<file path="src/hw/rtl/esd_pkg.sv">
`timescale 1ns / 1ps
`default_nettype none

package esd_pkg;

  // Saturation point of the decoded length
  localparam int MAX_LENGTH = 2048;
  localparam int CNT_W      = $clog2(MAX_LENGTH + 1);
  localparam int LEN_W      = 12;

  // Characters of interest
  localparam logic [7:0] CH_NUL    = 8'h00;
  localparam logic [7:0] CH_BSLASH = 8'h5C;
  localparam logic [7:0] CH_N      = 8'h6E;
  localparam logic [7:0] CH_R      = 8'h72;
  localparam logic [7:0] CH_T      = 8'h74;
  localparam logic [7:0] CH_B      = 8'h62;
  localparam logic [7:0] CH_X      = 8'h78;

  // Decoded control bytes
  localparam logic [7:0] BYTE_LF  = 8'd10;
  localparam logic [7:0] BYTE_CR  = 8'd13;
  localparam logic [7:0] BYTE_TAB = 8'd9;
  localparam logic [7:0] BYTE_BS  = 8'd8;

  // Error codes
  localparam logic [1:0] ERR_NONE = 2'd0;
  localparam logic [1:0] ERR_ESC  = 2'd1;
  localparam logic [1:0] ERR_HEX  = 2'd2;

  typedef enum logic [2:0] {
    PH_NORMAL,
    PH_ESC,
    PH_HEX1,
    PH_HEX2,
    PH_DROP
  } esd_phase_t;

  typedef struct packed {
    logic [7:0] in_char;
    logic       is_last;
  } esd_in_t;

  typedef struct packed {
    logic [7:0]       out_byte;
    logic             byte_valid;
    logic [1:0]       error_kind;
    logic             done_res;
    logic [LEN_W-1:0] decoded_length;
  } esd_out_t;

  typedef struct packed {
    esd_phase_t       phase;
    logic [3:0]       high_nibble;
    logic [CNT_W-1:0] count;
  } esd_state_t;

  localparam esd_state_t ST_RESET = '{phase: PH_NORMAL, high_nibble: 4'd0, count: '0};

  // {ok, nibble}; ok is 0 for a non-hex character
  function automatic logic [4:0] hex_value(input logic [7:0] c);
    logic [4:0] v;
    v = 5'd0;
    if (c >= 8'h30 && c <= 8'h39) begin
      v = {1'b1, 4'(c - 8'h30)};
    end else if (c >= 8'h41 && c <= 8'h46) begin
      v = {1'b1, 4'(c - 8'h37)};
    end else if (c >= 8'h61 && c <= 8'h66) begin
      v = {1'b1, 4'(c - 8'h57)};
    end
    return v;
  endfunction

endpackage

`default_nettype wire

</file>
<file path="src/hw/rtl/esd_decode.sv">
`timescale 1ns / 1ps
`default_nettype none

// Per-character decode: one word plus current state in, optional result
// and next state out. Purely combinational.
module esd_decode
  import esd_pkg::*;
(
  input  wire esd_in_t    item,
  input  wire esd_state_t st,
  output logic            res_valid,
  output esd_out_t        res,
  output esd_state_t      st_nxt
);

  logic [7:0]       c;
  logic             last;
  logic [4:0]       hx;
  logic             emit_en;
  logic [7:0]       emit_val;
  logic             err_en;
  logic [1:0]       err_kind;
  logic [CNT_W-1:0] cnt_inc;

  assign c       = item.in_char;
  assign last    = item.is_last;
  assign hx      = hex_value(c);
  assign cnt_inc = (st.count < CNT_W'(MAX_LENGTH)) ? st.count + 1'b1 : st.count;

  always_comb begin
    res_valid = 1'b0;
    res       = '0;
    st_nxt    = st;
    emit_en   = 1'b0;
    emit_val  = 8'd0;
    err_en    = 1'b0;
    err_kind  = ERR_NONE;

    if (st.phase == PH_DROP) begin
      if (last) st_nxt = ST_RESET;
    end else if (c == CH_NUL) begin
      if (last && st.phase == PH_NORMAL) begin
        // empty end marker
        res_valid          = 1'b1;
        res.done_res       = 1'b1;
        res.decoded_length = LEN_W'(st.count);
        st_nxt             = ST_RESET;
      end else begin
        err_en   = 1'b1;
        err_kind = ERR_ESC;
      end
    end else begin
      unique case (st.phase)
        PH_NORMAL: begin
          if (c == CH_BSLASH) begin
            if (last) begin
              err_en   = 1'b1;
              err_kind = ERR_ESC;
            end else begin
              st_nxt.phase = PH_ESC;
            end
          end else begin
            emit_en  = 1'b1;
            emit_val = c;
          end
        end
        PH_ESC: begin
          if (c == CH_N) begin
            emit_en  = 1'b1;
            emit_val = BYTE_LF;
          end else if (c == CH_R) begin
            emit_en  = 1'b1;
            emit_val = BYTE_CR;
          end else if (c == CH_T) begin
            emit_en  = 1'b1;
            emit_val = BYTE_TAB;
          end else if (c == CH_B) begin
            emit_en  = 1'b1;
            emit_val = BYTE_BS;
          end else if (c == CH_X && !last) begin
            st_nxt.phase = PH_HEX1;
          end else begin
            err_en   = 1'b1;
            err_kind = ERR_ESC;
          end
        end
        PH_HEX1: begin
          if (!hx[4]) begin
            err_en   = 1'b1;
            err_kind = ERR_HEX;
          end else if (last) begin
            err_en   = 1'b1;
            err_kind = ERR_ESC;
          end else begin
            st_nxt.high_nibble = hx[3:0];
            st_nxt.phase       = PH_HEX2;
          end
        end
        PH_HEX2: begin
          if (!hx[4]) begin
            err_en   = 1'b1;
            err_kind = ERR_HEX;
          end else begin
            emit_en  = 1'b1;
            emit_val = {st.high_nibble, hx[3:0]};
          end
        end
        default: st_nxt = ST_RESET;
      endcase
    end

    if (emit_en) begin
      res_valid          = 1'b1;
      res.out_byte       = emit_val;
      res.byte_valid     = 1'b1;
      res.done_res       = last;
      res.decoded_length = LEN_W'(cnt_inc);
      if (last) begin
        st_nxt = ST_RESET;
      end else begin
        st_nxt.phase = PH_NORMAL;
        st_nxt.count = cnt_inc;
      end
    end

    if (err_en) begin
      // length reported is the count before the failing escape
      res_valid          = 1'b1;
      res.error_kind     = err_kind;
      res.done_res       = 1'b1;
      res.decoded_length = LEN_W'(st.count);
      if (last) st_nxt = ST_RESET;
      else      st_nxt.phase = PH_DROP;
    end
  end

endmodule

`default_nettype wire

</file>
<file path="src/hw/rtl/escape_sequence_decoder.sv">
// Backslash escape decoder for a character string.
// Input channel (in_valid/in_ready/in_data): one character word per
// transfer, with is_last on the final word of a string. A zero character
// is only legal as an empty last word (end marker).
// Result channel (out_valid/out_ready/out_data): at most one word per input
// word. Plain characters and \n \r \t \b \xHH give a decoded byte; the last
// word of a string carries done_res and the decoded length (saturating).
// A malformed escape gives an error word with done_res set; later input
// words up to and including the next last-marked one give no result.
// Escape introducers (\ and \x and the first hex digit) give no result.
// Path: a word is captured in the input register, decoded while it sits
// there, and its result is then registered in the output register, which
// drives out_valid. Throughput: one word per cycle while the output is not
// stalled; the phase/nibble/count state is updated in the same cycle the
// word is decoded, which is what bounds the rate.
// Reset (rst_n low, synchronous): both registers empty, decoder back in
// normal text with a zero length.
// Receiver stall: the output register holds its word; the input register
// still drains words that produce no result, and in_ready drops once a
// word with a result is waiting behind the held output.
`timescale 1ns / 1ps
`default_nettype none

module escape_sequence_decoder
  import esd_pkg::*;
(
  input  wire           clk,
  input  wire           rst_n,
  input  wire           in_valid,
  output logic          in_ready,
  input  wire esd_in_t  in_data,
  output logic          out_valid,
  input  wire           out_ready,
  output esd_out_t      out_data
);

  logic       s1_valid_r;
  esd_in_t    s1_data_r;
  esd_state_t st_r;
  esd_state_t st_nxt;
  logic       out_valid_r;
  esd_out_t   out_data_r;

  logic       res_valid;
  esd_out_t   res;
  logic       out_free;
  logic       s1_adv;

  esd_decode u_decode (
    .item      (s1_data_r),
    .st        (st_r),
    .res_valid (res_valid),
    .res       (res),
    .st_nxt    (st_nxt)
  );

  // the held word leaves the input register when its result has a slot,
  // or when it makes no result at all
  assign out_free = !out_valid_r || out_ready;
  assign s1_adv   = s1_valid_r && (out_free || !res_valid);
  assign in_ready = !s1_valid_r || s1_adv;

  assign out_valid = out_valid_r;
  assign out_data  = out_data_r;

  always_ff @(posedge clk) begin
    if (!rst_n) begin
      s1_valid_r  <= 1'b0;
      out_valid_r <= 1'b0;
      st_r        <= ST_RESET;
    end else begin
      if (in_ready) s1_valid_r <= in_valid;
      if (s1_adv) st_r <= st_nxt;
      if (s1_adv && res_valid) begin
        out_valid_r <= 1'b1;
      end else if (out_ready) begin
        out_valid_r <= 1'b0;
      end
    end
  end

  // payload registers, no reset
  always_ff @(posedge clk) begin
    if (in_valid && in_ready) s1_data_r <= in_data;
    if (s1_adv && res_valid) out_data_r <= res;
  end

endmodule

`default_nettype wire

</file>
<file path="config.mk">
export PLATFORM = sky130hd
export DESIGN_NAME = escape_sequence_decoder
export DESIGN_NICKNAME = d
export VERILOG_FILES = /design/src/hw/rtl/esd_pkg.sv /design/src/hw/rtl/esd_decode.sv /design/src/hw/rtl/escape_sequence_decoder.sv
export SDC_FILE = /design/constraint.sdc
export NUM_CORES = 1
export LEC_CHECK = 0
export ABC_AREA = 1
export BUFFER_PORTS_ARGS = -buffer_cell sky130_fd_sc_hd__buf_2
export CAP_MARGIN = 20
export CORE_ASPECT_RATIO = 0.8
export CORE_MARGIN = 5
export CORE_UTILIZATION = 51
export CTS_CLUSTER_SIZE = 8
export DETAILED_ROUTE_END_ITERATION = 16
export PLACE_DENSITY = 0.71
export SETUP_SLACK_MARGIN = 0.02
export SLEW_MARGIN = 30
export SYNTH_ARGS = -nofsm -noshare
export SYNTH_HDL_FRONTEND = slang
export SYNTH_SLANG_ARGS = --single-unit
export TNS_END_PERCENT = 50
</file>
<file path="constraint.sdc">
create_clock -name clk -period 7.5 [get_ports clk]
set_input_delay 1.125 -clock clk [delete_from_list [all_inputs] [get_ports clk]]
set_output_delay 1.125 -clock clk [all_outputs]
set_load 0.1 [all_outputs]
</file>
* Yosys cells after proc, flatten, opt, wreduce, memory -nomap -nowiden
Cells that the tools add are included.
Word-level totals: register bits after elaboration 54, latch bits 0, bits in writable memories 0, bits in read-only memories 0, input port bits 13, output and inout bits 26, logic and storage cells 150, memories kept 0
Cells by class: $add $sub $neg 4, $mul 0, div/mod/pow operators 0, magnitude comparators 7, equal/unequal tests 22, shifts and indexed selects 0, mux-type cells 80, bitwise gates (word level) 2, reduce and logical (&&, ||, !) cells 23
Operators with widths (number):
- $mux 19 | 6
- $mux 13 | 4
- $eq 8x7->1 const B | 6
- $mux 12 | 4
- $ne 6x2->1 const B | 7
- $mux 8 | 5
- $mux 1 | 32
- $mux 3 | 8
- $pmux 8 s3 | 1
- $ge 8x7->1 const B | 2
- $le 8x7->1 const B | 2
- $mux 16 | 1
- $mux 5 | 3
- $mux 2 | 7
- $mux 7 | 2
- $reduce_and 13->1 | 1
- $add 12x1->12 const B | 1
- $lt 12x12->1 const B | 1
- $ne 6x1->1 const B | 2
- $pmux 3 s4 | 1
- $ge 8x6->1 const B | 1
- $le 8x6->1 const B | 1
- $logic_and 1x1->1 | 8
- $logic_not 8->1 | 1
- 21 further kinds | 31

* Longest topological paths before layout
word-level depth 16, mapped depth 19, depth with buffers taken out 19

* Hierarchy
Synthesis repeated with hierarchy kept, for this count alone.
Second synthesis, totals: cells, all modules 496, area, all modules 3621.0 µm²
By module, submodules not included:
- escape_sequence_decoder | instances 1, cells an instance 173, area an instance 1980.6 µm², seq. area each 1411.4 µm²
- esd_decode | instances 1, cells an instance 323, area an instance 1640.3 µm², seq. area each 0.0 µm²

* Least setup slack after synthesis
Ideal clock, no wire load.
path kind reg2out, from register s1_data_r[1] (netlist bit), to output port in_ready, data arrival time 2.319 ns, path slack 4.056 ns, cell stages (with the launch flop) 14, path buffers 0, cells stage by stage edfxtp_1 > inv_1 > ha_1 > nand3_1 > nand2_1 > nand2_1 > nand2_1 > nand2_1 > nand3_2 > nand2_4 > inv_2 > nor2_4 > nand2_4 > nand3_1
On the way: cells in the longest elaborated chain, start to end 15
RTL lines:
- start, declared | line escape_sequence_decoder.sv:38 | esd_in_t s1_data_r;
- start signal, assigned | line escape_sequence_decoder.sv:84 | if (in_valid && in_ready) s1_data_r <= in_data;
- $ge 8x7->1 (tied with other cells) | line esd_pkg.sv:68 | end else if (c >= 8'h61 && c <= 8'h66) begin
- $logic_and 1x1->1, on equally long branches | line esd_pkg.sv:68, esd_decode.sv:80
- $mux 5 / $mux 1 (equally long branches) | line esd_pkg.sv:68, esd_decode.sv:80
- $mux 5 / $mux 1 (equally long branches) | line esd_pkg.sv:66, esd_decode.sv:77
- $mux 5 / $mux 1 (equally long branches) | line esd_pkg.sv:64, esd_decode.sv:74
- $mux 1, on equally long branches | line esd_decode.sv:100, esd_decode.sv:71
- $pmux 1 s3 / $mux 1 (equally long branches) | line esd_decode.sv:53, esd_decode.sv:68
- $mux 1 / $pmux 1 s4 (equally long branches) | line esd_decode.sv:41, esd_decode.sv:53
- $mux 1, on equally long branches | line esd_decode.sv:39, esd_decode.sv:41
- $mux 1, on equally long branches | line esd_decode.sv:112, esd_decode.sv:39
- $mux 1 (*) | line esd_decode.sv:126 | if (err_en) begin
- $logic_not 1->1 (*) | line escape_sequence_decoder.sv:60 | assign s1_adv = s1_valid_r && (out_free || !res_valid);
- $logic_or 1x1->1 (*) | line escape_sequence_decoder.sv:60
- $logic_and 1x1->1 (*) | line escape_sequence_decoder.sv:60
- $logic_or 1x1->1 (*) | line escape_sequence_decoder.sv:61 | assign in_ready = !s1_valid_r || s1_adv;
- end, declared | line escape_sequence_decoder.sv:30 | output logic in_ready,
Mark *: on every way between the ends. The rest lies on a longest branch, timed or not.

* Worst setup path after layout
Ends and elaborated chain as after synthesis.

==> flow_summary.yaml <==
clock_network:
  insertion_delay_ns: 0.30
  cts_buffer_depth: 2
  cts_setup_buffers: 0
  clk_pin_slew_worst_paths_ns: 0.10
  cts_resized: 0
  cts-root-buf: "clkbuf_8"
  cts.sinks: 54
  cts_tree: "yes"
  holdBufCountCts: 0
  cts_max_level: 2
  cts-buffers-inserted: 5
yosys:
  synth_nets: 446
  ys_types: 34
  synth.ff_latch_count: 54
  synth_top_area_share_pct: 30.9
  syn_area_mm2: 0.00320
  syn-instance-count: 427
  seq_area_frac_synth_pct: 44.0
  syn_avg_cell_area_um2: 7.50
  synth.area.top_cells: "edfxtp_1 (31%), nand2_1 (15%), dfxtp_1 (13%), nor2_1 (6.7%), inv_1 (5.3%)"
  synth_top_area_cell: "edfxtp_1"
  synth_warnings: 0
critical_path:
  reg2reg_depth: 15
  cp_top_family: "simple AND/OR/NAND/NOR gates"
  cp.depth: 14
  path_class: "reg -> out"
  path_cells: "inv_1, ha_1, nor2_1, nand2_1, nand3_2, nand2_2, nand2_2, nand3_2, nand2_4, inv_2, nor2_4, nand2_4, nand3_1, buf_2"
  start_kind: "register"
  path_max_fanout: 23
  slowest_stage: "buf_2"
  cp.arrival_ns: 2.95
  cp.required_ns: 6.38
  critPathBufInv: 3
  crit_path_max_incr_delay_ns: 0.44
  endpoint_kind: "output port"
route:
  wl_um: 7430
  ant_nets: 0
  vias: 2884
  via_per_inst: 5.33
  firstDrtPassIters: 5
  wl_per_cell_um: 13.7
  drc: 0
  drtIter0Drc: 235
timing:
  rsz0062_at_grt: "false"
  slew_headroom_pct: 39.6
  fin_crit_ns: 4.07
  tightest_slew_ns: 0.905
  slew_violations: 0
  final-setup-viol-count: 0
  hold_viol_final: 0
  fmax_mhz: 246
  skew_ns: 0.00897
  fin_crit_sh_pct: 54.3
  fin_tns_setup_ns: 0
global_routing:
  gr-total-overflow: 0
  use_met1_pct: 29.5
  first_global_vias: 2594
  grt_usage_pct: 19.6
  grt_antenna_before_repair: 0
  use_met3_pct: 4.03
  grt_max_degree: 25
  grt_first_pass_wirelength_um: 12500
  top_usage_layer: "met1"
  grtUsageMet2_pct: 28.9
layout:
  fill_cells: 581
  final_area_mm2: 0.00353
  area_growth_pct: 10.2
  final_util_pct: 58.8
  diodes: 0
  drive_above_1_share_pct: 15.2
  finalNetCount: 478
floorplanning:
  rows: 25
  start_util_pct: 53.4
  core-area_mm2: 0.00601
  die_area_mm2: 0.00798
  die_width_um: 98.6
  die_y_um: 80.9
  io_pins: 39
power_and_ir_drop:
  leakage_nw: 1.57
  p_int_w: 0.000484
  clkPwrFrac_pct: 25.3
  netSwitchingPower_w: 0.000271
  power_density_mw_per_mm2: 214
  p_seq_share_pct: 47.3
  pwr-share-comb_pct: 27.4
  ir_worst_vdd_v: 0.0000969
  switching_share_pct: 35.9
status:
  status: "complete, no violations"
placement:
  place_area_mm2: 0.00342
  place.gp.congestion: 0.933
  dp_hpwl_um: 5560
  io_buffers: 38
job:
  cap_viol_max_count: 0
min_path:
  holdPathStages: 2
  hold_class: "reg -> reg"
cells by family (layout without fill, tap and decap cells):
group                    count (synthesis)  in the layout  synth area share, %
XOR/XNOR                                 6              6                 1.64
AND/OR/NAND/NOR                        241            241                 33.0
flip-flops                              54             54                 44.0
adder cells (fa/ha/maj)                  6              6                 2.34
buffers and inverters                   62             95                 8.04
AO/OA/AOI/OAI                           58             58                 10.9
through the flow:
stage | hold slack (ns) | worst slack [ns] | total power (W) | std cells
6_report | 0.543 | 3.43 | 0.000755 | 541
5_1_grt | 0.578 | 3.20 | 0.000792 | 541
4_1_cts | 0.547 | 3.44 | 0.000759 | 541
3_5_place_dp | 0.533 | 3.78 | 0.000569 | 533
3_3_place_gp | 0.529 | 3.86 | 0.000567 | 533
2_1_floorplan | 0.502 | 4.06 | 0.000533 | 427
flip-flops by register name, summed over array words and instances (netlist names):
| signal | flops |
|---|---|
| out_data | 24 |
| out_valid | 1 |
| s1_data_r | 9 |
| s1_valid_r | 1 |
| st_r | 19 |
power groups by stage:
| stage | clock (W) | combinational, W | sequential [W] |
|---|---|---|---|
| 3_3_place_gp | 0 | 0.000204 | 0.000363 |
| 2_1_floorplan | 0 | 0.000103 | 0.000429 |
| 3_5_place_dp | 0 | 0.000206 | 0.000364 |
| 4_1_cts | 0.000196 | 0.000206 | 0.000357 |
| 5_1_grt | 0.000208 | 0.000224 | 0.000360 |
| 6_report | 0.000191 | 0.000206 | 0.000357 |
cell type report:
type / instances / area [um^2] / area share, %
clock inverter: 3 / 40.0 / 1.13
multi-input combinational: 311 / 1540 / 43.5
inverter: 49 / 184 / 5.21
timing repair buffer: 38 / 190 / 5.39
sequential: 54 / 1410 / 40.0
tap: 81 / 101 / 2.87
clock buffer: 5 / 68.8 / 1.95
worst register-to-register path: stages (launching register included):
cell      delay [ns]
edfxtp_1        0.43
inv_1           0.13
ha_1            0.23
nor2_1          0.10
nand2_1         0.07
nand3_2         0.18
nand2_2         0.12
nand2_2         0.13
nand3_2         0.10
nand2_4         0.22
inv_2           0.18
nor2_4          0.13
nand2_4         0.08
a21boi_4        0.46
nand2_1         0.09
inv_1           0.68
cells in the final DEF (no fill, tap or decap), types with 3 or more instances in the layout:
| cell type | n |
|---|---|
| a21oi_1 | 3 |
| buf_2 | 38 |
| clkbuf_8 | 5 |
| dfxtp_1 | 21 |
| edfxtp_1 | 33 |
| ha_1 | 6 |
| inv_1 | 45 |
| inv_2 | 4 |
| nand2_1 | 125 |
| nand2_2 | 8 |
| nand3_1 | 29 |
| nand3_2 | 3 |
| nand4_1 | 5 |
| nor2_1 | 57 |
| nor2_2 | 3 |
| nor3_1 | 4 |
| o211ai_1 | 6 |
| o21ai_0 | 26 |
| o21ai_1 | 4 |
| o22ai_1 | 12 |
| xor2_1 | 5 |
worst paths after layout:
path                            slack (ns)          from      endpoint
worst max register to register        3.78  s1_data_r[1]  out_data[20]
worst min-delay path                  0.54      st_r[14]      st_r[14]
worst min register to register        0.54      st_r[14]      st_r[14]
worst max-delay path                  3.43  s1_data_r[1]      in_ready
Yosys cell counts:
cell type and count:
nand4_1 5, o2bb2ai_1 2, nand2_4 2, nand4_2 1
nand3b_1 2, nand2_2 8, nor2_1 57, xnor2_1 1
a21oi_1 3, nand3_2 3, a31oi_1 2, nor2_2 3
buf_2 5, nor2_4 1, a221oi_1 1, nand2_1 125
edfxtp_1 33, inv_2 4, nand3_4 1, dfxtp_1 21
o21bai_1 1, o211ai_1 6, o21ai_0 26, inv_1 45
xor2_1 5, nor3_1 4, clkbuf_1 5, nand3_1 29
o21ai_1 4, buf_4 1, ha_1 6, a21boi_4 1
buf_6 2, o22ai_1 12
layer usage:
metal,vias to the layer above,share of wire [%]
met1,1297,51
met4,0,0.46
met5,-,0
li1,1457,-
met2,126,40
met3,4,8.6
Note: power is estimated with default switching activity, not from simulation.
